$ cat src/dtw_pkg.sv
package dtw_pkg;

   localparam int DTW_SLOTS    = 64;
   localparam int DTW_SLOT_CAP = 16;

   // The jitter counter runs 0..JITTER_TOP and then wraps.
   localparam int JITTER_W   = 4;
   localparam int JITTER_TOP = 8;
   localparam int DELAY_W    = 8;
   localparam int DLY_SUM_W  = DELAY_W + 1;

   typedef enum logic {
      KIND_REGISTER,
      KIND_TICK
   } dtw_kind_type;

   typedef struct packed {
      logic [15:0]        sound;
      logic [15:0]        volume;
      logic signed [15:0] pan;
      logic [15:0]        rate;
      logic [15:0]        source;
   } dtw_event_type;

   typedef struct packed {
      logic ev_we;
      logic fill_we;
      logic fill_clr;
   } dtw_mem_cmd_type;

   typedef enum logic [2:0] {
      ST_IDLE,
      ST_REG_SLOT,
      ST_REG_WRITE,
      ST_TICK_ADV,
      ST_TICK_FILL,
      ST_TICK_RD,
      ST_TICK_OUT
   } dtw_state_type;

endpackage

$ cat src/dtw_wrap_unit.sv
module dtw_wrap_unit
   import dtw_pkg::*;
#(
   parameter int SLOTS  = DTW_SLOTS,
   localparam int SLOT_W = $clog2(SLOTS)
) (
   input  logic [SLOT_W-1:0] a,
   input  logic [SLOT_W-1:0] b,
   output logic [SLOT_W-1:0] y
);

   logic [SLOT_W:0] sum;

   // Both operands are below SLOTS, so one compare and subtract wraps the sum.
   always_comb begin
      sum = {1'b0, a} + {1'b0, b};
      if (sum >= (SLOT_W + 1)'(SLOTS)) begin
         y = SLOT_W'(sum - (SLOT_W + 1)'(SLOTS));
      end else begin
         y = sum[SLOT_W-1:0];
      end
   end

endmodule

$ cat config.mk
export PLATFORM = sky130hd
export DESIGN_NAME = dtw_wrap_unit
export DESIGN_NICKNAME = d
export VERILOG_FILES = /design/src/dtw_pkg.sv /design/src/dtw_wrap_unit.sv
export SDC_FILE = /design/constraint.sdc
export NUM_CORES = 1
export LEC_CHECK = 0
export BUFFER_PORTS_ARGS = -buffer_cell sky130_fd_sc_hd__buf_2
export CORE_AREA = 2 2 39 41
export DETAILED_ROUTE_END_ITERATION = 7
export DIE_AREA = 0 0 41 43
export RECOVER_POWER = 25
export SYNTH_ARGS = -nofsm -noshare
export SYNTH_HDL_FRONTEND = slang
export SYNTH_SLANG_ARGS = --single-unit
$ cat constraint.sdc
create_clock -name vclk -period 3.15
set_clock_uncertainty 0.1 [all_clocks]
set_input_delay 0.1575 -clock vclk [all_inputs]
set_output_delay 0.1575 -clock vclk [all_outputs]
set_load 0.1 [all_outputs]
After elaboration in Yosys (flattened, before gate mapping)

Cells that the tools add are included.

Muxes and demuxes: 1
Add/subtract/negate cells: 2
$lt $le $gt $ge: 1

Operator list:

| kind                                              | number |
|---|---|
| adder 6 x 6 -> 7 bit                              | 1 |
| >= comparator 7 bit (second input constant)       | 1 |
| 2-to-1 mux 6 bit                                  | 1 |
| subtractor 6 x 1 -> 6 bit (second input constant) | 1 |

Bits of input ports: 12
Register bits: 0
Output and inout bits: 6
Word-level logic and storage cells: 4

Depth between registers and ports, before layout

Depth after elaboration: 3
Gate-level depth with buffers: 5
Depth with buffers taken out: 5

Worst setup path after synthesis

OpenSTA, ideal clock, no wires.

Kind: in2out
From: input port a[2]
To: output port y[5]
Stages on the path: 5
Arrival time: 2.339 ns
Required time: 2.892 ns
Buffers on the path: 0
Slack: 0.554 ns
Cells stage by stage: ha_1 > o21ai_0 > o21bai_1 > a21oi_2 > xnor2_1

Word-level cells in the longest chain between the ends: 3
Elaborated cells on any way between the ends: 4
Those cells by class: add/sub: 2; order compare: 1; mux: 1

RTL lines:

| what                                                             | line                                     | text |
|---|---|---|
| from (decl)                                                      | dtw_wrap_unit.sv:7                       | `input logic [SLOT_W-1:0] a,` |
| adder 6 x 6 -> 7 bit *                                           | dtw_wrap_unit.sv:16                      | `sum = {1'b0, a} + {1'b0, b};` |
| subtractor 6 x 1 -> 6 bit or >= comparator 7 bit (tied branches) | dtw_wrap_unit.sv:18, dtw_wrap_unit.sv:17 |  |
| 2-to-1 mux 6 bit *                                               | dtw_wrap_unit.sv:17                      | `if (sum >= (SLOT_W + 1)'(SLOTS)) begin` |
| to (decl)                                                        | dtw_wrap_unit.sv:9                       | `output logic [SLOT_W-1:0] y` |

Mark *: on every way between the ends. The rest lies on a longest branch, timed or not.

Worst setup path in the final report

From: input port a[0]
To: output port y[4]

Same word-level chain as after synthesis.

==> results.tsv <==
stage	metric	value	unit
run_status	run status	complete, no violations	
final_layout	Layout fillers	159	
critical_path	Arr. time, crit path	1.88	ns
critical_path	Critical Path RT	2.89	ns
floorplanning	core area	1380	um^2
sta	Fin Hold WS	0.760	ns
power	LEAKAGE	0.155	nW
detailed_routing	DRT antenna net count	0	
sta	unrepaired setup endpoints after global routing	no	
final_layout	fin area	295	um^2
logic_synthesis	post-synthesis area per instance	9.81	um^2
final_layout	n_diodes	0	
place	port bufs	18	
sta	final period utilization	67.8	%
critical_path	critical path fanouts, max	3	
sta	min Tclk post-route	2.14	ns
clock_tree	post_cts resized	0	
sta	Worst Tran Pin Value	1.16	ns
floorplanning	die span in x	41	um
detailed_routing	final wirelength	441	um
logic_synthesis	Net Count, Synth	37	
final_layout	CLK BUF	0	
global_routing	first-pass GRT wire length	793	um
floorplanning	I/O Pins	18	
global_routing	Tot GR Track Use	6.11	%
global_routing	GR Overflow Total	0	
flow_run	Max Cap Violations	0	
final_layout	FFs & Latches	0	
detailed_routing	drt via density	4.04	
detailed_routing	DR iter-0 viols	0	
detailed_routing	Residual DRC	0	
global_routing	vias in the first global route	211	
sta	endpoints failing setup	0	
sta	final slew viol count	0	
final_layout	Area growth syn-to-layout	58.4	%
global_routing	largest net degree at the start of global routing	5	
final_layout	nets@finish	57	
hold_path	hold crit path type	input port to output pin	
place	Post-Place Cell Area	297	um^2
logic_synthesis	Synth Warn #	0	
power	maximum vdd ir drop	205	uV
power	Final Total Pwr	0.000157	W
sta	Hold Fails Final Rpt	0	
place	post-place setup slack	1.01	ns
detailed_routing	Via Count	214	
floorplanning	die height	43	um
sta	slew margin rel.	23.2	%
final_layout	register area	0	um^2
logic_synthesis	Syn Inst Count	19	
critical_path	startpoint types	input port	
detailed_routing	DR pass1 iterations	1	
power	Pwr Density	532	nW/um^2
floorplanning	Row Count	14	
floorplanning	Die ar.	1760	um^2
logic_synthesis	sequential fraction of the synthesis area	0	%
final_layout	share of layout cells above drive strength 1	54.1	%
place	GPL Wtd Cong	0.681	
floorplanning	Starting Density	13.5	%
sta	final setup margin	1.01	ns
sta	fmax	0.468	GHz
critical_path	CP Capture Type	output pin	
detailed_routing	WL per Instance	8.32	um
logic_synthesis	Synth Cell Area	186	um^2
sta	setup TNS	0	ns
clock_tree	number of setup buffers added after CTS	0	
clock_tree	# hold bufs at CTS	0	
final_layout	multi-input logic area	186	um^2
global_routing	initial antenna violation count	0	
logic_synthesis	Distinct cells, synth	11	
critical_path	Setup CP Type	input port to output pin	
## cell families (layout without fill, tap and decap cells)
| kind of cell | count (synthesis) | count (layout) | share of synthesized area, % |
|---|---|---|---|
| compound gates | 8 | 8 | 32.2 |
| xor+xnor | 5 | 5 | 23.5 |
| fa+ha+maj | 6 | 6 | 44.3 |
| buf+inv | 0 | 18 | 0 |
## cell type report
class	instances	area share (%)
multi-input combinational	19	63.1
tap	16	6.78
timing repair buffer	18	30.1
## report_power, final
part	internal (W)	switching (W)	leakage, nW
registers	0	0	0
clock network	0	0	0
logic	0.0000311	0.000126	0.155
## synthesized netlist by cell type, drive strengths merged
cell type	number	area [um^2]
xor2	2	17.5
o21ai	1	5.00
fa	1	20.0
o21bai	1	7.51
ha	5	62.6
xnor2	3	26.3
a21oi	3	18.8
a21o	2	16.3
a211oi	1	12.5
## layer usage
layer	vias up	wire [um]	GRT usage, %
met1	95	166	7.01
li1	108	-	-
met5	-	0	0
met3	0	38	0
met2	11	235	12.2
met4	0	0	0
## stage by stage
step           instances  utilization [%]
2_1_floorplan         19                -
3_3_place_gp          53             21.4
3_5_place_dp          53             21.4
4_1_cts               53             21.4
5_1_grt               53             21.3
6_report              53             21.3
## critical path, stage by stage
cell	delay, ns
buf_2	0.10
ha_1	0.23
fa_1	0.41
a21o_2	0.22
a21oi_1	0.18
xnor2_1	0.13
buf_2	0.44
## path summary, 6_finish.rpt
path	start	depth (start not counted)	slack [ns]	endpoint
max	a[0]	7	1.01	y[4]
min	a[5]	4	0.76	y[5]
## cells in the final DEF (no fill, tap or decap)
cell / count
a21o_2: 1
o21ai_0: 1
clkbuf_1: 1
o21bai_1: 1
fa_1: 1
xnor2_1: 3
ha_1: 5
xor2_1: 2
a211oi_2: 1
a21o_1: 1
buf_2: 17
a21oi_1: 2
a21oi_2: 1
Power figures use the tool's default switching activity.
