### config.mk
export PLATFORM = sky130hd
export DESIGN_NAME = dtw_ctrl
export DESIGN_NICKNAME = d
export VERILOG_FILES = /design/src/dtw_pkg.sv /design/src/dtw_ctrl.sv
export SDC_FILE = /design/constraint.sdc
export NUM_CORES = 1
export LEC_CHECK = 0
export BUFFER_PORTS_ARGS = -buffer_cell sky130_fd_sc_hd__buf_2
export CORE_MARGIN = 5
export CORE_UTILIZATION = 35
export CTS_BUF_LIST = sky130_fd_sc_hd__clkbuf_8
export DETAILED_ROUTE_END_ITERATION = 10
export PLACE_DENSITY = 0.68
export SLEW_MARGIN = 15
export SYNTH_ARGS = -nofsm -noshare
export SYNTH_HDL_FRONTEND = slang
export SYNTH_SLANG_ARGS = --single-unit
### constraint.sdc
create_clock -name clock -period 5.9 [get_ports clock]
set_clock_uncertainty 0.1 [all_clocks]
set_input_delay 0 -clock clock [delete_from_list [all_inputs] [get_ports clock]]
set_output_delay 0 -clock clock [all_outputs]
set_load 0.02 [all_outputs]
### src/dtw_pkg.sv
package dtw_pkg;

   localparam int DTW_SLOTS    = 64;
   localparam int DTW_SLOT_CAP = 16;

   // The jitter counter runs 0..JITTER_TOP and then wraps.
   localparam int JITTER_W   = 4;
   localparam int JITTER_TOP = 8;
   localparam int DELAY_W    = 8;
   localparam int DLY_SUM_W  = DELAY_W + 1;

   typedef enum logic {
      KIND_REGISTER,
      KIND_TICK
   } dtw_kind_type;

   typedef struct packed {
      logic [15:0]        sound;
      logic [15:0]        volume;
      logic signed [15:0] pan;
      logic [15:0]        rate;
      logic [15:0]        source;
   } dtw_event_type;

   typedef struct packed {
      logic ev_we;
      logic fill_we;
      logic fill_clr;
   } dtw_mem_cmd_type;

   typedef enum logic [2:0] {
      ST_IDLE,
      ST_REG_SLOT,
      ST_REG_WRITE,
      ST_TICK_ADV,
      ST_TICK_FILL,
      ST_TICK_RD,
      ST_TICK_OUT
   } dtw_state_type;

endpackage

### src/dtw_ctrl.sv
module dtw_ctrl
   import dtw_pkg::*;
#(
   parameter int SLOTS    = DTW_SLOTS,
   parameter int SLOT_CAP = DTW_SLOT_CAP,
   localparam int SLOT_W  = $clog2(SLOTS),
   localparam int FILL_W  = $clog2(SLOT_CAP + 1),
   localparam int ADDR_W  = $clog2(SLOTS * SLOT_CAP)
) (
   input  logic               clock,
   input  logic               reset,
   input  logic               req_valid,
   output logic               req_ready,
   input  logic               req_kind,
   input  dtw_event_type      req_event,
   input  logic [DELAY_W-1:0] req_delay,
   output logic               rsp_valid,
   input  logic               rsp_ready,
   output dtw_event_type      rsp_event,
   output logic               rsp_last,
   output logic [SLOT_W-1:0]  wrap_a,
   output logic [SLOT_W-1:0]  wrap_b,
   input  logic [SLOT_W-1:0]  wrap_y,
   output dtw_mem_cmd_type    cmd,
   output logic [SLOT_W-1:0]  fill_addr,
   output logic [FILL_W-1:0]  fill_wdata,
   input  logic [FILL_W-1:0]  fill_rdata,
   output logic [ADDR_W-1:0]  ev_addr,
   output dtw_event_type      ev_wdata,
   input  dtw_event_type      ev_rdata
);

   dtw_state_type       state_ff, state_in;
   logic [SLOT_W-1:0]   cur_ff, cur_in;
   logic [SLOT_W-1:0]   slot_ff, slot_in;
   logic [JITTER_W-1:0] jit_ff, jit_in;
   logic [FILL_W-1:0]   cnt_ff, cnt_in;
   logic [FILL_W-1:0]   num_ff, num_in;
   logic                rsp_valid_ff, rsp_valid_in;
   dtw_event_type       rsp_event_ff, rsp_event_in;
   logic                rsp_last_ff, rsp_last_in;
   dtw_event_type       evt_ff, evt_in;
   logic [DELAY_W-1:0]  dly_ff, dly_in;

   logic                accept;
   logic                out_free;
   logic                is_last;
   logic                slot_full;
   logic [DLY_SUM_W-1:0] dly_sum;
   logic [SLOT_W-1:0]   dly_clamp;
   logic [SLOT_W-1:0]   base_slot;
   logic [FILL_W-1:0]   offset;

   assign accept    = req_valid && req_ready;
   assign out_free  = !rsp_valid_ff || rsp_ready;
   assign is_last   = (cnt_ff + FILL_W'(1)) == num_ff;
   assign slot_full = fill_rdata >= FILL_W'(SLOT_CAP);

   always_comb begin
      dly_sum = DLY_SUM_W'(dly_ff) + DLY_SUM_W'(jit_ff) + DLY_SUM_W'(1);
      if (dly_sum > DLY_SUM_W'(SLOTS - 1)) begin
         dly_clamp = SLOT_W'(SLOTS - 1);
      end else begin
         dly_clamp = dly_sum[SLOT_W-1:0];
      end
   end

   // Next state.
   always_comb begin
      state_in = state_ff;
      case (state_ff)
         ST_IDLE: begin
            if (accept) begin
               state_in = (req_kind == KIND_TICK) ? ST_TICK_ADV : ST_REG_SLOT;
            end
         end
         ST_REG_SLOT:  state_in = ST_REG_WRITE;
         ST_REG_WRITE: state_in = ST_IDLE;
         ST_TICK_ADV:  state_in = ST_TICK_FILL;
         ST_TICK_FILL: begin
            state_in = (fill_rdata == '0) ? ST_IDLE : ST_TICK_RD;
         end
         ST_TICK_RD:   state_in = ST_TICK_OUT;
         ST_TICK_OUT: begin
            if (out_free) begin
               state_in = is_last ? ST_IDLE : ST_TICK_RD;
            end
         end
         default:      state_in = ST_IDLE;
      endcase
   end

   // Outputs and datapath.
   always_comb begin
      req_ready    = 1'b0;
      cmd          = '0;
      wrap_a       = cur_ff;
      wrap_b       = dly_clamp;
      fill_addr    = cur_ff;
      fill_wdata   = fill_rdata + FILL_W'(1);
      base_slot    = cur_ff;
      offset       = cnt_ff;
      ev_wdata     = evt_ff;
      cur_in       = cur_ff;
      slot_in      = slot_ff;
      jit_in       = jit_ff;
      cnt_in       = cnt_ff;
      num_in       = num_ff;
      evt_in       = evt_ff;
      dly_in       = dly_ff;
      rsp_valid_in = rsp_valid_ff && !rsp_ready;
      rsp_event_in = rsp_event_ff;
      rsp_last_in  = rsp_last_ff;
      case (state_ff)
         ST_IDLE: begin
            req_ready = 1'b1;
            if (accept) begin
               evt_in = req_event;
               dly_in = req_delay;
            end
         end
         ST_REG_SLOT: begin
            // The fill read is issued at the freshly computed target slot.
            slot_in   = wrap_y;
            fill_addr = wrap_y;
            jit_in    = (jit_ff >= JITTER_W'(JITTER_TOP)) ? '0 : jit_ff + JITTER_W'(1);
         end
         ST_REG_WRITE: begin
            fill_addr = slot_ff;
            base_slot = slot_ff;
            offset    = fill_rdata;
            if (!slot_full) begin
               cmd.ev_we   = 1'b1;
               cmd.fill_we = 1'b1;
            end
         end
         ST_TICK_ADV: begin
            wrap_b    = SLOT_W'(1);
            cur_in    = wrap_y;
            fill_addr = wrap_y;
            jit_in    = '0;
         end
         ST_TICK_FILL: begin
            cnt_in = '0;
            num_in = slot_full ? FILL_W'(SLOT_CAP) : fill_rdata;
            if (fill_rdata == '0) begin
               cmd.fill_clr = 1'b1;
            end
         end
         ST_TICK_RD: begin
         end
         ST_TICK_OUT: begin
            if (out_free) begin
               rsp_valid_in = 1'b1;
               rsp_event_in = ev_rdata;
               rsp_last_in  = is_last;
               cnt_in       = cnt_ff + FILL_W'(1);
               cmd.fill_clr = is_last;
            end
         end
         default: begin
         end
      endcase
      ev_addr = ADDR_W'(ADDR_W'(base_slot) * ADDR_W'(SLOT_CAP)) + ADDR_W'(offset);
   end

   always_ff @(posedge clock) begin
      if (reset) begin
         state_ff     <= ST_IDLE;
         cur_ff       <= '0;
         jit_ff       <= '0;
         rsp_valid_ff <= 1'b0;
      end else begin
         state_ff     <= state_in;
         cur_ff       <= cur_in;
         jit_ff       <= jit_in;
         rsp_valid_ff <= rsp_valid_in;
      end
   end

   always_ff @(posedge clock) begin
      slot_ff      <= slot_in;
      cnt_ff       <= cnt_in;
      num_ff       <= num_in;
      evt_ff       <= evt_in;
      dly_ff       <= dly_in;
      rsp_event_ff <= rsp_event_in;
      rsp_last_ff  <= rsp_last_in;
   end

   assign rsp_valid = rsp_valid_ff;
   assign rsp_event = rsp_event_ff;
   assign rsp_last  = rsp_last_ff;

endmodule

# Word level (Yosys, flattened, before mapping)
# Index checks and enable logic that the tools add are counted.
[word_totals]
reg_bits = 199
output_inout_bits = 199
inputBits = 184
[classes]
n_reduce_logical = 14
n_eq_ne = 9
magnitude_cmp = 3
add_sub_neg = 6
mux = 23
[ops]
columns = ["cell", "n"]
rows = [
  ["6-bit two-way mux", 3],
  ["3-bit one-hot mux with 6 select lines", 1],
  ["3-bit two-way mux", 4],
  ["6-bit one-hot mux with 2 select lines", 1],
  ["10-bit by 5-bit adder with 10-bit output", 1],
  ["5-bit by 1-bit adder with 5-bit output (second input constant)", 2],
  ["5-bit two-way mux", 2],
  ["5-bit one-hot mux with 2 select lines", 1],
  ["8-bit by 4-bit adder with 9-bit output", 1],
  ["9-bit by 1-bit adder with 9-bit output (second input constant)", 1],
  ["3-bit == test (second input constant)", 3],
  ["9-bit by 6-bit > comparator with 1-bit output (second input constant)", 1],
  ["4-bit one-hot mux with 2 select lines", 1],
  ["2-bit AND reduction", 4],
  ["3-bit by 2-bit == test with 1-bit output (second input constant)", 2],
  ["2-bit two-way mux", 3],
  ["5-bit == test", 1],
  ["5-bit >= comparator (second input constant)", 1],
  ["5-bit logical NOT", 1],
  ["1-bit two-way mux", 5],
  ["4-bit by 1-bit adder with 4-bit output (second input constant)", 1],
  ["4-bit >= comparator (second input constant)", 1],
  ["4-bit two-way mux", 1],
  ["2-bit inequality test (second input constant)", 2],
  ["other kinds (8)", 11],
]

# Longest topological paths before layout
# Gate-level depths: netlist of run 1.
[depth]
ltp_word = 5
mapped_depth = 10

# Worst setup path after synthesis of run 1
# OpenSTA, ideal clock, no wires.
[synth_path]
path_type = "register to output"
startpoint = "register state_ff[2]"
endpoint = "output cmd[0] (netlist bit)"
arrival_time_ns = 4.985
required_ns = 5.800
path_slack_ns = 0.815
stages_incl_launch_ff = 6
path_buffers = 0
cell_sequence = "dfxtp_1 -> nor2b_1 -> nand2_1 -> nor2_1 -> a21oi_1 -> nor2_1"
[synth_rtl]
columns = ["element", "line", "text"]
rows = [
  ["start, declared", "dtw_ctrl.sv:33", "dtw_state_type state_ff, state_in;"],
  ["start signal, assigned", "dtw_ctrl.sv:174", "state_ff <= state_in;"],
  ["end, declared", "dtw_ctrl.sv:24", "output dtw_mem_cmd_type cmd,"],
]

# Worst setup path in the final report of run 1
[layout_path]
startpoint = "register state_ff[1]"
endpoint = "output ev_addr[8]"
[layout_between]
elab_chain_len = 3
elab_cells_between_ends = 4
cone_classes = "add/sub: 1; eq/ne: 1; mux: 2"
[layout_lines]
columns = ["element", "line", "text"]
rows = [
  ["3-bit by 2-bit == test with 1-bit output (*)", "dtw_ctrl.sv:114", "case (state_ff)"],
  ["6-bit two-way mux / 5-bit two-way mux (equally long branches)", "dtw_ctrl.sv:114", ""],
  ["10-bit by 5-bit adder with 10-bit output (*)", "dtw_ctrl.sv:164", "ev_addr = ADDR_W'(ADDR_W'(base_slot) * ADDR_W'(SLOT_CAP)) + ADDR_W'(offset);"],
  ["end, declared", "dtw_ctrl.sv:28", "output logic [ADDR_W-1:0] ev_addr,"],
]
# Every way passes the cells marked *; elsewhere a longest branch is shown, timed or not.

==> reports/qor.csv, run 1 <==
metric,value,unit
status,"complete, no violations",
async_flop_share,0,%
arrival,2.89,ns
yosysTopAreaCellShare,78.0,%
worst_slew_pin_slew,1.03,ns
vias,5673,
final-setup-viol-count,0,
grt.overflow.total,0,
yosys.area_share.simple,7.17,%
dp_slack,3.33,ns
synth_common_cells,"edfxtp_1 (185), nand2_1 (43), a21oi_1 (26)",
initial_core_util,35.3,%
slew_headroom,31.1,%
cts_sinks,199,
clock_latency,0.45,ns
wirelength,23500,um
maxClockFrequency,335,MHz
endpoint_kind,primary output,
synthDistinctLibCells,40,
port_buffers,382,
synth_top_family_by_area,simple AND/OR/NAND/NOR gates,
fp.dieH,153,um
synth_top_area_cell,edfxtp_1,
syn_area_per_cell,17.5,um^2
synth.area.top_cells,"edfxtp_1 (78%), dfxtp_1 (3.9%), nand2_1 (2.3%), ha_1 (2.1%), a21oi_1 (1.8%)",
grt_pass1_vias,6159,
p_per_area,257,mW/mm^2
finalPower,0.00297,W
criticalPathCategory,flop to primary output,
cts.reportedPaths.clkPinSlew,0.12,ns
cp_top_family,simple AND/OR/NAND/NOR gates,
synth-xor-area-share,2.72,%
cts_tree,built,
fp.dieW,153,um
syn_inst,407,
die-area,0.0233,mm^2
worstSetupStartpointType,flop,
htree_levels,4,
synth.area.mux_share,0.141,%
drv_slew,0,
slowest_delay,0.72,ns
crit_buf_inv,1,
yosysMostFrequentCell,edfxtp_1,
grt_start_max_net_pins,82,
numCtsBuffers,17,
fp-row-count,52,
clockRootBuffer,clkbuf_8,
hpwl,15500,um
antenna_found_initial,2,
drc,0,
synth_flop_cell,edfxtp_1,
path_cells,nor3b_2 > nand2_1 > nand2_1 > ha_1 > ha_1 > nand2_1 > xor2_1 > buf_2,
fin_nets,1180,
dr.pass1.iters,4,
timing.final.crit_share,50.6,%
via_per_inst,4.47,
finalHoldViolCount,0,
clockBufferDepth,2,
setup_tns,0,ns
synth_compound_area_share,4.22,%
netlist_area,0.00712,mm^2
io_pins,383,
wl_per_cell,18.5,um
fin_crit,2.99,ns
place_congestion,0.832,
synth_edf_count,185,
grt_pass1_wl,35300,um
ant_nets,0,
yosysSeqAreaShare,81.9,%
coreArea,0.0202,mm^2
track_usage,19.8,%
p_leak,4.86,nW
critPathMaxFanout,21,
drive_gt1_share,42.5,%
drt_iter0_drc,315,
required,5.80,ns
yosys_warnings,0,
rsz0062_at_grt,no,
ys_ff_latch,199,
synth.net_count,604,
area_delta_synth_final,62.6,%
ir_drop,182,uV
worst_path_max_delay_cell,nor3b_2,
utilization,57.4,%
synthAdderAreaFrac,2.39,%
hold_path_class,primary input to flop,
cap_violations,0,
nFillCells,1585,
r2r_slack,3.30,ns
crit_top_cell,nand2_1,
fin_ws,2.91,ns
[what timing repair did]
| item | 4_1_cts | 5_1_grt |
|---|---|---|
| hold buffers | 185 | 0 |
| setup endpoints to repair | 0 | 0 |
| resized for setup | 0 | 0 |
| buffers inserted | 0 | 0 |
| endpoints found under the hold margin | 201 | 0 |
[path summary, 6_finish.rpt]
| path | from | to | depth (start not counted) |
|---|---|---|---|
| setup / recovery | state_ff[1]$_SDFFE_PP0P_ | ev_addr[8] | 8 |
| hold reg to reg | wrap_a[0]$_SDFFE_PP0N_ | wrap_a[0]$_SDFFE_PP0N_ | 2 |
| setup reg to reg | state_ff[1]$_SDFFE_PP0P_ | ev_wdata[24]$_DFFE_PP_ | 4 |
| hold / removal | ev_rdata[46] | rsp_event[46]$_DFFE_PP_ | 2 |
[power breakdown]
part | internal (W) | switching, W | total, W
Combinational | 0.000207 | 0.000257 | 0.000465
Clock | 0.000320 | 0.000531 | 0.000851
Sequential | 0.00163 | 0.0000290 | 0.00165
[worst register-to-register path, stage by stage (launching register included)]
cell and delay (ns):
dfxtp_1 0.51, or3_1 0.41, inv_1 0.09, and2_4 0.27, buf_4 0.79
[per-stage QoR]
| step | instances | hold WS, ns | area [um^2] |
|---|---|---|---|
| 2_1_floorplan | 407 | -0.0309 | 7120 |
| 3_3_place_gp | 1049 | 0.0766 | 9330 |
| 3_5_place_dp | 1049 | 0.0781 | 9330 |
| 4_1_cts | 1266 | 0.0950 | 11600 |
| 5_1_grt | 1266 | 0.0947 | 11600 |
| 6_report | 1268 | 0.142 | 11600 |
[layout by cell type (no fill, tap or decap), drive strengths merged, types with 2 or more instances in the layout]
cell type / n
xnor2: 11
ha: 12
and2: 5
xor2: 6
buf: 384
diode: 2
a221o: 5
dfxtp: 14
nor2b: 6
dlygate4sd3: 185
clkbuf: 17
a21oi: 27
a31oi: 2
a22oi: 2
o21ai: 8
clkinv: 6
inv: 19
nor4: 2
nand2: 43
and3: 7
nor3b: 2
nand4b: 2
nand3: 9
nand2b: 4
edfxtp: 185
xnor3: 2
nor2: 22
[metal layers]
metal / global-route usage, % / vias to the layer above / share of wire (%)
li1: - / 2670 / -
met1: 21.1 / 2684 / 36
met2: 34.4 / 262 / 51
met3: 7.87 / 55 / 9.1
met4: 9.21 / 2 / 3.8
met5: 0 / - / 0.030
[state kept, by name, summed over array words and instances, names as in the netlist]
name,cells
wrap_a,6
slot_ff,6
rsp_valid,1
jit_ff,4
rsp_event,80
dly_ff,8
rsp_last,1
cnt_ff,5
num_ff,5
ev_wdata,80
state_ff,3
[cell type report]
class                      count  area [um^2]  area share (%)
sequential                   199         5840            50.4
timing repair buffer         569         3780            32.6
clock buffer                  17          234            2.02
clock inverter                15          156            1.35
tap                          270          338            2.92
multi-input combinational    186         1190            10.3
antenna                        2         5.00          0.0432
inverter                      10         37.5           0.324
[logic make-up after synthesis]
family | after synthesis
xor gates and xnor gates | 19
muxes | 1
DFF | 199
buffers and inverters | 22
adders and majority gates | 13
and+or+nand+nor | 106
AOI/OAI and AO/OA | 47
(Power assumes the default switching activity.)
==> inputs of run 2 (changes only) <==
- ABC_AREA: unset -> 1
- clock period: 5.9 -> 3 ns (I/O delays scaled with it)
==> run 2 against run 1 <==
Against the previous run:
- routed wire length up 2.2%
- cell area up 1.3%
- non-clock buffer count up 7
- via count up 2.3%
- die area down 0.31%
- sequential power up 100%
- global-route usage up 0.78 points
- sequential cell count unchanged
- critical path type is now flop to flop
- critical endpoint is now state_ff[1]$_SDFFE_PP0P_
- highest routed layer is now met4
==> reports/qor.csv, run 2 <==
metric,value,unit,change
clockBufferDepth,2,,unchanged
wl_per_cell,18.3,um,was 18.5 um
final_common_cell,buf_2,,unchanged
hpwl,16400,um,was 15500 um
fin_crit,2.84,ns,
criticalPathCategory,flop to flop,,was flop to primary output
utilization,58.3,%,was 57.4%
clockRootBuffer,clkbuf_8,,unchanged
r2r-start,state_ff[0]$_SDFFE_PP0P_,,was state_ff[1]$_SDFFE_PP0P_
netlist_area,0.00710,mm^2,was 0.00712 mm^2
hold_path_class,primary input to flop,,unchanged
reg2reg_to,state_ff[1]$_SDFFE_PP0P_,,was ev_wdata[24]$_DFFE_PP_
fin_area,0.0117,mm^2,was 0.0116 mm^2
p_per_area,530,mW/mm^2,was 257 mW/mm^2
holdPathStages,2,,unchanged
drc,0,,unchanged
fp-row-count,52,,unchanged
timing.final.crit_share,94.5,%,
rsz0062_at_grt,no,,unchanged
arrival,3.11,ns,was 2.89 ns
worst_path_max_delay_cell,dlygate4sd3_1,,was nor3b_2
via_per_inst,4.43,,was 4.47
crit_buf_inv,5,,was 1
ys_ff_latch,199,,unchanged
worst_slew_pin_slew,0.648,ns,was 1.03 ns
setup_tns,0,ns,unchanged
cp_top_family,buffers and inverters,,was simple AND/OR/NAND/NOR gates
yosysTopAreaCellShare,78.3,%,was 78.0%
fin_ws,0.164,ns,was 2.91 ns
fin_nets,1222,,was 1180
maxClockFrequency,353,MHz,
dp_slack,0.729,ns,was 3.33 ns
endpoint_kind,flop,,was primary output
finalHoldViolCount,0,,unchanged
antenna_found_initial,1,,was 2
numCtsBuffers,17,,unchanged
slew_headroom,56.7,%,was 31.1%
required,3.28,ns,was 5.80 ns
cts_tree,built,,unchanged
ant_nets,0,,unchanged
reg2reg_depth,10,,was 4
clock_latency,0.45,ns,about the same
synth_edf_count,185,,unchanged
place_congestion,0.943,,was 0.832
synth_flop_cell,edfxtp_1,,unchanged
worstSetupStartpointType,flop,,unchanged
die-area,0.0232,mm^2,was 0.0233 mm^2
final-setup-viol-count,0,,unchanged
cts_sinks,199,,unchanged
slowest_delay,0.57,ns,was 0.72 ns
p_leak,5.02,nW,was 4.86 nW
grt_pass1_wl,36900,um,was 35300 um
path_cells,inv_1 > nor2_4 > inv_2 > nor2_4 > inv_2 > nand2_1 > o21ai_0 > dlygate4sd3_1 > a21oi_1 > dlygate4sd3_1,,was nor3b_2 > nand2_1 > nand2_1 > ha_1 > ha_1 > nand2_1 > xor2_1 > buf_2
grt_pass1_vias,6439,,was 6159
place_area,0.00944,mm^2,was 0.00933 mm^2
cp.depth,10,,was 8
nFillCells,1580,,was 1585
fp.dieH,152,um,was 153 um
yosysSeqAreaShare,82.2,%,was 81.9%
fp.dieW,152,um,was 153 um
initial_core_util,35.3,%,about the same
status,"complete, no violations",,unchanged
synth_top_area_cell,edfxtp_1,,unchanged
drv_slew,0,,unchanged
synth_common_cells,"edfxtp_1 (185), nand2_1 (53), inv_1 (47)",,"was edfxtp_1 (185), nand2_1 (43), a21oi_1 (26)"
dr.pass1.iters,6,,was 4
syn_area_per_cell,16.3,um^2,was 17.5 um^2
ir_drop,280,uV,was 182 uV
r2r_slack,0.16,ns,was 3.30 ns
track_usage,20.6,%,was 19.8%
post-cts-setup-buffers,0,,unchanged
synth.area.top_cells,"edfxtp_1 (78%), dfxtp_1 (3.9%), nand2_1 (2.8%), inv_1 (2.5%), ha_1 (2.1%)",,"was edfxtp_1 (78%), dfxtp_1 (3.9%), nand2_1 (2.3%), ha_1 (2.1%), a21oi_1 (1.8%)"
cts.reportedPaths.clkPinSlew,0.13,ns,was 0.12 ns
critPathMaxFanout,8,,was 21
htree_levels,4,,unchanged
vias,5801,,was 5673
port_buffers,382,,unchanged
min_to,rsp_event[79]$_DFFE_PP_,,was rsp_event[46]$_DFFE_PP_
drt_iter0_drc,281,,was 315
async_flop_share,0,%,unchanged
area_delta_synth_final,65.2,%,was 62.6%
syn_inst,436,,was 407
cap_violations,0,,unchanged
hp-start,ev_rdata[79],,was ev_rdata[46]
coreArea,0.0201,mm^2,was 0.0202 mm^2
io_pins,383,,unchanged
yosysMostFrequentCell,edfxtp_1,,unchanged
crit_start,state_ff[0]$_SDFFE_PP0P_,,was state_ff[1]$_SDFFE_PP0P_
final_cell_mix,"buf_2 (382), dlygate4sd3_1 (186), edfxtp_1 (185)",,"was buf_2 (382), edfxtp_1 (185), dlygate4sd3_1 (185)"
wirelength,24000,um,was 23500 um
synth.net_count,633,,was 604
grt_start_max_net_pins,63,,was 82
drive_gt1_share,42.8,%,was 42.5%
synthDistinctLibCells,32,,was 40
grt.overflow.total,0,,unchanged
yosys_warnings,0,,unchanged
==> run 2: worst max path at each step <==
stage / end
after detailed placement: wrap_b[3]
after floorplan: dly_ff[0]$_DFFE_PP_
after global routing: state_ff[1]$_SDFFE_PP0P_
after global placement: wrap_b[3]
final: state_ff[1]$_SDFFE_PP0P_
after CTS: state_ff[1]$_SDFFE_PP0P_
==> run 2: power breakdown <==
part           leakage, nW  internal [W]  total [W]  switching (W)
Sequential            1.82       0.00325    0.00331      0.0000658
Combinational         2.99      0.000476    0.00117       0.000697
Clock                0.201      0.000643    0.00173        0.00108
==> run 2: cell type report <==
cell class / count / area, um^2 / share of cell area [%]
timing repair buffer: 576 / 3890 / 33.2
inverter: 52 / 195 / 1.66
clock inverter: 15 / 174 / 1.48
clock buffer: 17 / 234 / 2.00
antenna: 1 / 2.50 / 0.0213
tap: 270 / 338 / 2.88
multi-input combinational: 179 / 1060 / 9.01
sequential: 199 / 5840 / 49.8
==> run 2: stage by stage <==
| stage | power [W] | std cells | hold slack, ns |
|---|---|---|---|
| global route | 0.00651 | 1309 | 0.0990 |
| finish | 0.00621 | 1309 | 0.152 |
| CTS | 0.00625 | 1308 | 0.106 |
| floorplan | 0.00391 | 436 | -0.00771 |
| global placement | 0.00432 | 1090 | 0.0759 |
| detailed placement | 0.00433 | 1090 | 0.0781 |
==> run 2: repair_timing <==
item,4_1_cts,5_1_grt
setup endpoints to repair,0,7
hold buffers,186,0
endpoints found under the hold margin,201,0
gates resized for setup,0,4
==> run 2: cell families after synthesis <==
kind of cell	share of synthesized area (%)
buf+inv	3.35
flops	82.2
simple gates	6.29
compound gates	4.28
fa+ha+maj	2.40
xor+xnor	1.48
==> run 2: metal layers <==
layer | wire, um | global-route usage, % | vias up
li1 | - | - | 2729
met1 | 8470 | 22.3 | 2737
met2 | 12500 | 36.0 | 280
met3 | 2120 | 7.87 | 55
met4 | 896 | 8.74 | 0
met5 | 0 | 0 | -
==> inputs of run 3 (changes only) <==
--- a/constraint.sdc
+++ b/constraint.sdc
@@ -3,3 +3,3 @@
 set_input_delay 0 -clock clock [delete_from_list [all_inputs] [get_ports clock]]
 set_output_delay 0 -clock clock [all_outputs]
-set_load 0.02 [all_outputs]
+set_load 0.1 [all_outputs]
==> run 3 against run 2 <==
Against the previous run:
- register-to-register slack better by 0.13 ns
- first-iteration DRC count up 16%
- routed wire length up 1.3%
- sequential power about the same
- global-route usage down 0.16 points
- sequential share of layout area down 0.26 points
- worst hold slack worse by 0.017 ns
==> reports/qor.csv, run 3 (same netlist as run 2, synthesis figures left out) <==
metric,value,unit,change
drt_iter0_drc,325,,was 281
grt.overflow.total,0,,unchanged
p_int,0.00445,W,was 0.00437 W
fp-row-count,52,,unchanged
numCtsBuffers,17,,unchanged
clockBufferDepth,2,,unchanged
utilization,58.6,%,was 58.3%
cp_top_family,compound AO/OA/AOI/OAI gates,,was buffers and inverters
drv_slew,0,,unchanged
endpoint_kind,primary output,,was flop
cts_tree,built,,unchanged
holdWs,0.134,ns,was 0.152 ns
htree_levels,4,,unchanged
wl_per_cell,18.6,um,was 18.3 um
antenna_found_initial,0,,was 1
holdPathStages,2,,unchanged
initial_core_util,35.3,%,unchanged
worst_slew_pin_slew,0.808,ns,was 0.648 ns
via_per_inst,4.45,,was 4.43
final_common_cell,buf_2,,unchanged
vias,5813,,was 5801
slowest_delay,0.41,ns,was 0.57 ns
r2r-start,state_ff[0]$_SDFFE_PP0P_,,unchanged
ant_nets,0,,unchanged
rsz0062_at_grt,yes,,was no
crit_buf_inv,5,,unchanged
hp-start,ev_rdata[79],,unchanged
coreArea,0.0201,mm^2,unchanged
cts_sinks,199,,unchanged
maxClockFrequency,348,MHz,was 353 MHz
worst_path_max_delay_cell,fa_1,,was dlygate4sd3_1
p_leak,5.02,nW,about the same
dr.pass1.iters,5,,was 6
switching_share,40.5,%,was 29.7%
arrival,2.78,ns,was 3.11 ns
setup_tns,0,ns,unchanged
min_to,rsp_event[79]$_DFFE_PP_,,unchanged
worstSetupStartpointType,flop,,unchanged
hpwl,16400,um,about the same
place_congestion,0.857,,was 0.943
required,2.90,ns,was 3.28 ns
area_delta_synth_final,66.1,%,was 65.2%
reg2reg_to,state_ff[1]$_SDFFE_PP0P_,,unchanged
p_per_area,634,mW/mm^2,was 530 mW/mm^2
drc,0,,unchanged
r2r_slack,0.29,ns,was 0.16 ns
fp.dieW,152,um,unchanged
cap_violations,0,,unchanged
p_sw,0.00303,W,was 0.00185 W
grt_pass1_vias,6105,,was 6439
status,"complete, no violations",,unchanged
clockRootBuffer,clkbuf_8,,unchanged
track_usage,20.4,%,was 20.6%
ir_drop,430,uV,was 280 uV
criticalPathCategory,flop to primary output,,was flop to flop
clock_latency,0.45,ns,about the same
slew_headroom,46.1,%,was 56.7%
grt_start_max_net_pins,63,,unchanged
reg2reg_depth,10,,unchanged
hold_path_class,primary input to flop,,unchanged
power_frac_seq,44.4,%,was 53.3%
grt_pass1_wl,36300,um,was 36900 um
p_comb_share,31.8,%,was 18.9%
post-cts-setup-buffers,0,,unchanged
wirelength,24300,um,was 24000 um
path_cells,inv_1 > ha_1 > inv_1 > fa_1 > a21o_1 > a21oi_2 > inv_1 > a21oi_1 > nand2_2 > o21ai_0 > inv_1 > buf_2,,was inv_1 > nor2_4 > inv_2 > nor2_4 > inv_2 > nand2_1 > o21ai_0 > dlygate4sd3_1 > a21oi_1 > dlygate4sd3_1
timing.final.crit_share,95.9,%,was 94.5%
clkPwrFrac,23.9,%,was 27.8%
final_cell_mix,"buf_2 (377), dlygate4sd3_1 (186), edfxtp_1 (185)",,"was buf_2 (382), dlygate4sd3_1 (186), edfxtp_1 (185)"
fin_crit,2.88,ns,was 2.84 ns
io_pins,383,,unchanged
finalHoldViolCount,0,,unchanged
fin_nets,1220,,was 1222
crit_top_cell,inv_1,,
cts.reportedPaths.clkPinSlew,0.14,ns,was 0.13 ns
port_buffers,382,,unchanged
nFillCells,1547,,was 1580
critPathMaxFanout,5,,was 8
drive_gt1_share,43.5,%,was 42.8%
fp.dieH,152,um,unchanged
final-setup-viol-count,0,,unchanged
die-area,0.0232,mm^2,unchanged
run 3: cell types whose count changed in the layout (fill, tap and decap cells not counted), sizes merged:
cell and change:
bufinv +1, clkinv -2, inv +1, buf -2
run 3: worst max-delay path by stage:
stage                                   startpoint             endpoint  slack [ns]  cells past startpoint
final                       jit_ff[0]$_SDFFE_PP0N_            wrap_b[2]        0.12                     12
after CTS                   jit_ff[0]$_SDFFE_PP0N_            wrap_b[4]        0.02                     12
after detailed placement    jit_ff[0]$_SDFFE_PP0N_            wrap_b[4]        0.52                     12
after global placement      jit_ff[0]$_SDFFE_PP0N_            wrap_b[3]        0.70                     14
after floorplan           state_ff[1]$_SDFFE_PP0P_  dly_ff[0]$_DFFE_PP_       -0.16                      3
after global routing        jit_ff[0]$_SDFFE_PP0N_            wrap_b[2]       -0.03                     12
run 3: through the flow:
| stage | std cells | worst slack, ns | area [um^2] | total power [W] |
|---|---|---|---|---|
| 2_1_floorplan | 436 | -0.157 | 7190 | 0.00511 |
| 3_3_place_gp | 1088 | 0.699 | 9490 | 0.00552 |
| 3_5_place_dp | 1088 | 0.523 | 9490 | 0.00553 |
| 4_1_cts | 1306 | 0.0239 | 11800 | 0.00749 |
| 5_1_grt | 1306 | -0.0253 | 11800 | 0.00775 |
| 6_report | 1307 | 0.123 | 11800 | 0.00747 |
run 3: layout make-up:
cell class              instances  area (um^2)  area share (%)
repair buffers                574         3870            32.8
well taps                     270          338            2.87
multi-input cells             179         1130            9.58
flip-flops and latches        199         5840            49.5
clock inverters                15          181            1.54
diodes                          1         2.50          0.0212
clock buffers                  17          234            1.98
inverters                      52          195            1.66
run 3: worst reg2reg max path: stages, from the launching register on:
cell and delay [ns]:
dfxtp_2 0.42, inv_1 0.11, nor2_4 0.20, inv_2 0.12
nor2_4 0.21, inv_2 0.10, nand2_1 0.07, o21ai_0 0.07
dlygate4sd3_1 0.57, a21oi_1 0.12, dlygate4sd3_1 0.57
run 3: power by group through the flow:
stage / Sequential, W / Combinational [W] / Clock [W]
after floorplan: 0.00433 / 0.000783 / 0
after detailed placement: 0.00337 / 0.00215 / 0
after CTS: 0.00331 / 0.00236 / 0.00182
after global routing: 0.00333 / 0.00246 / 0.00196
final: 0.00332 / 0.00237 / 0.00178
after global placement: 0.00337 / 0.00215 / 0
run 3: layer usage:
layer  routed length [um]  share of wire, %  track usage (%)  vias up
met1                 9160                38             24.0     2803
met2                12900                53             36.7      260
li1                     -                 -                -     2730
met3                 1870               7.7             6.25       20
met5                    0                 0                0        -
met4                  350               1.4             4.79        0
run 3: repair_timing:
action / 4_1_cts / 5_1_grt
hold buffers: 186 / 0
hold endpoints to repair: 193 / 0
setup endpoints to repair: 0 / 7
gates resized for setup: 0 / 13
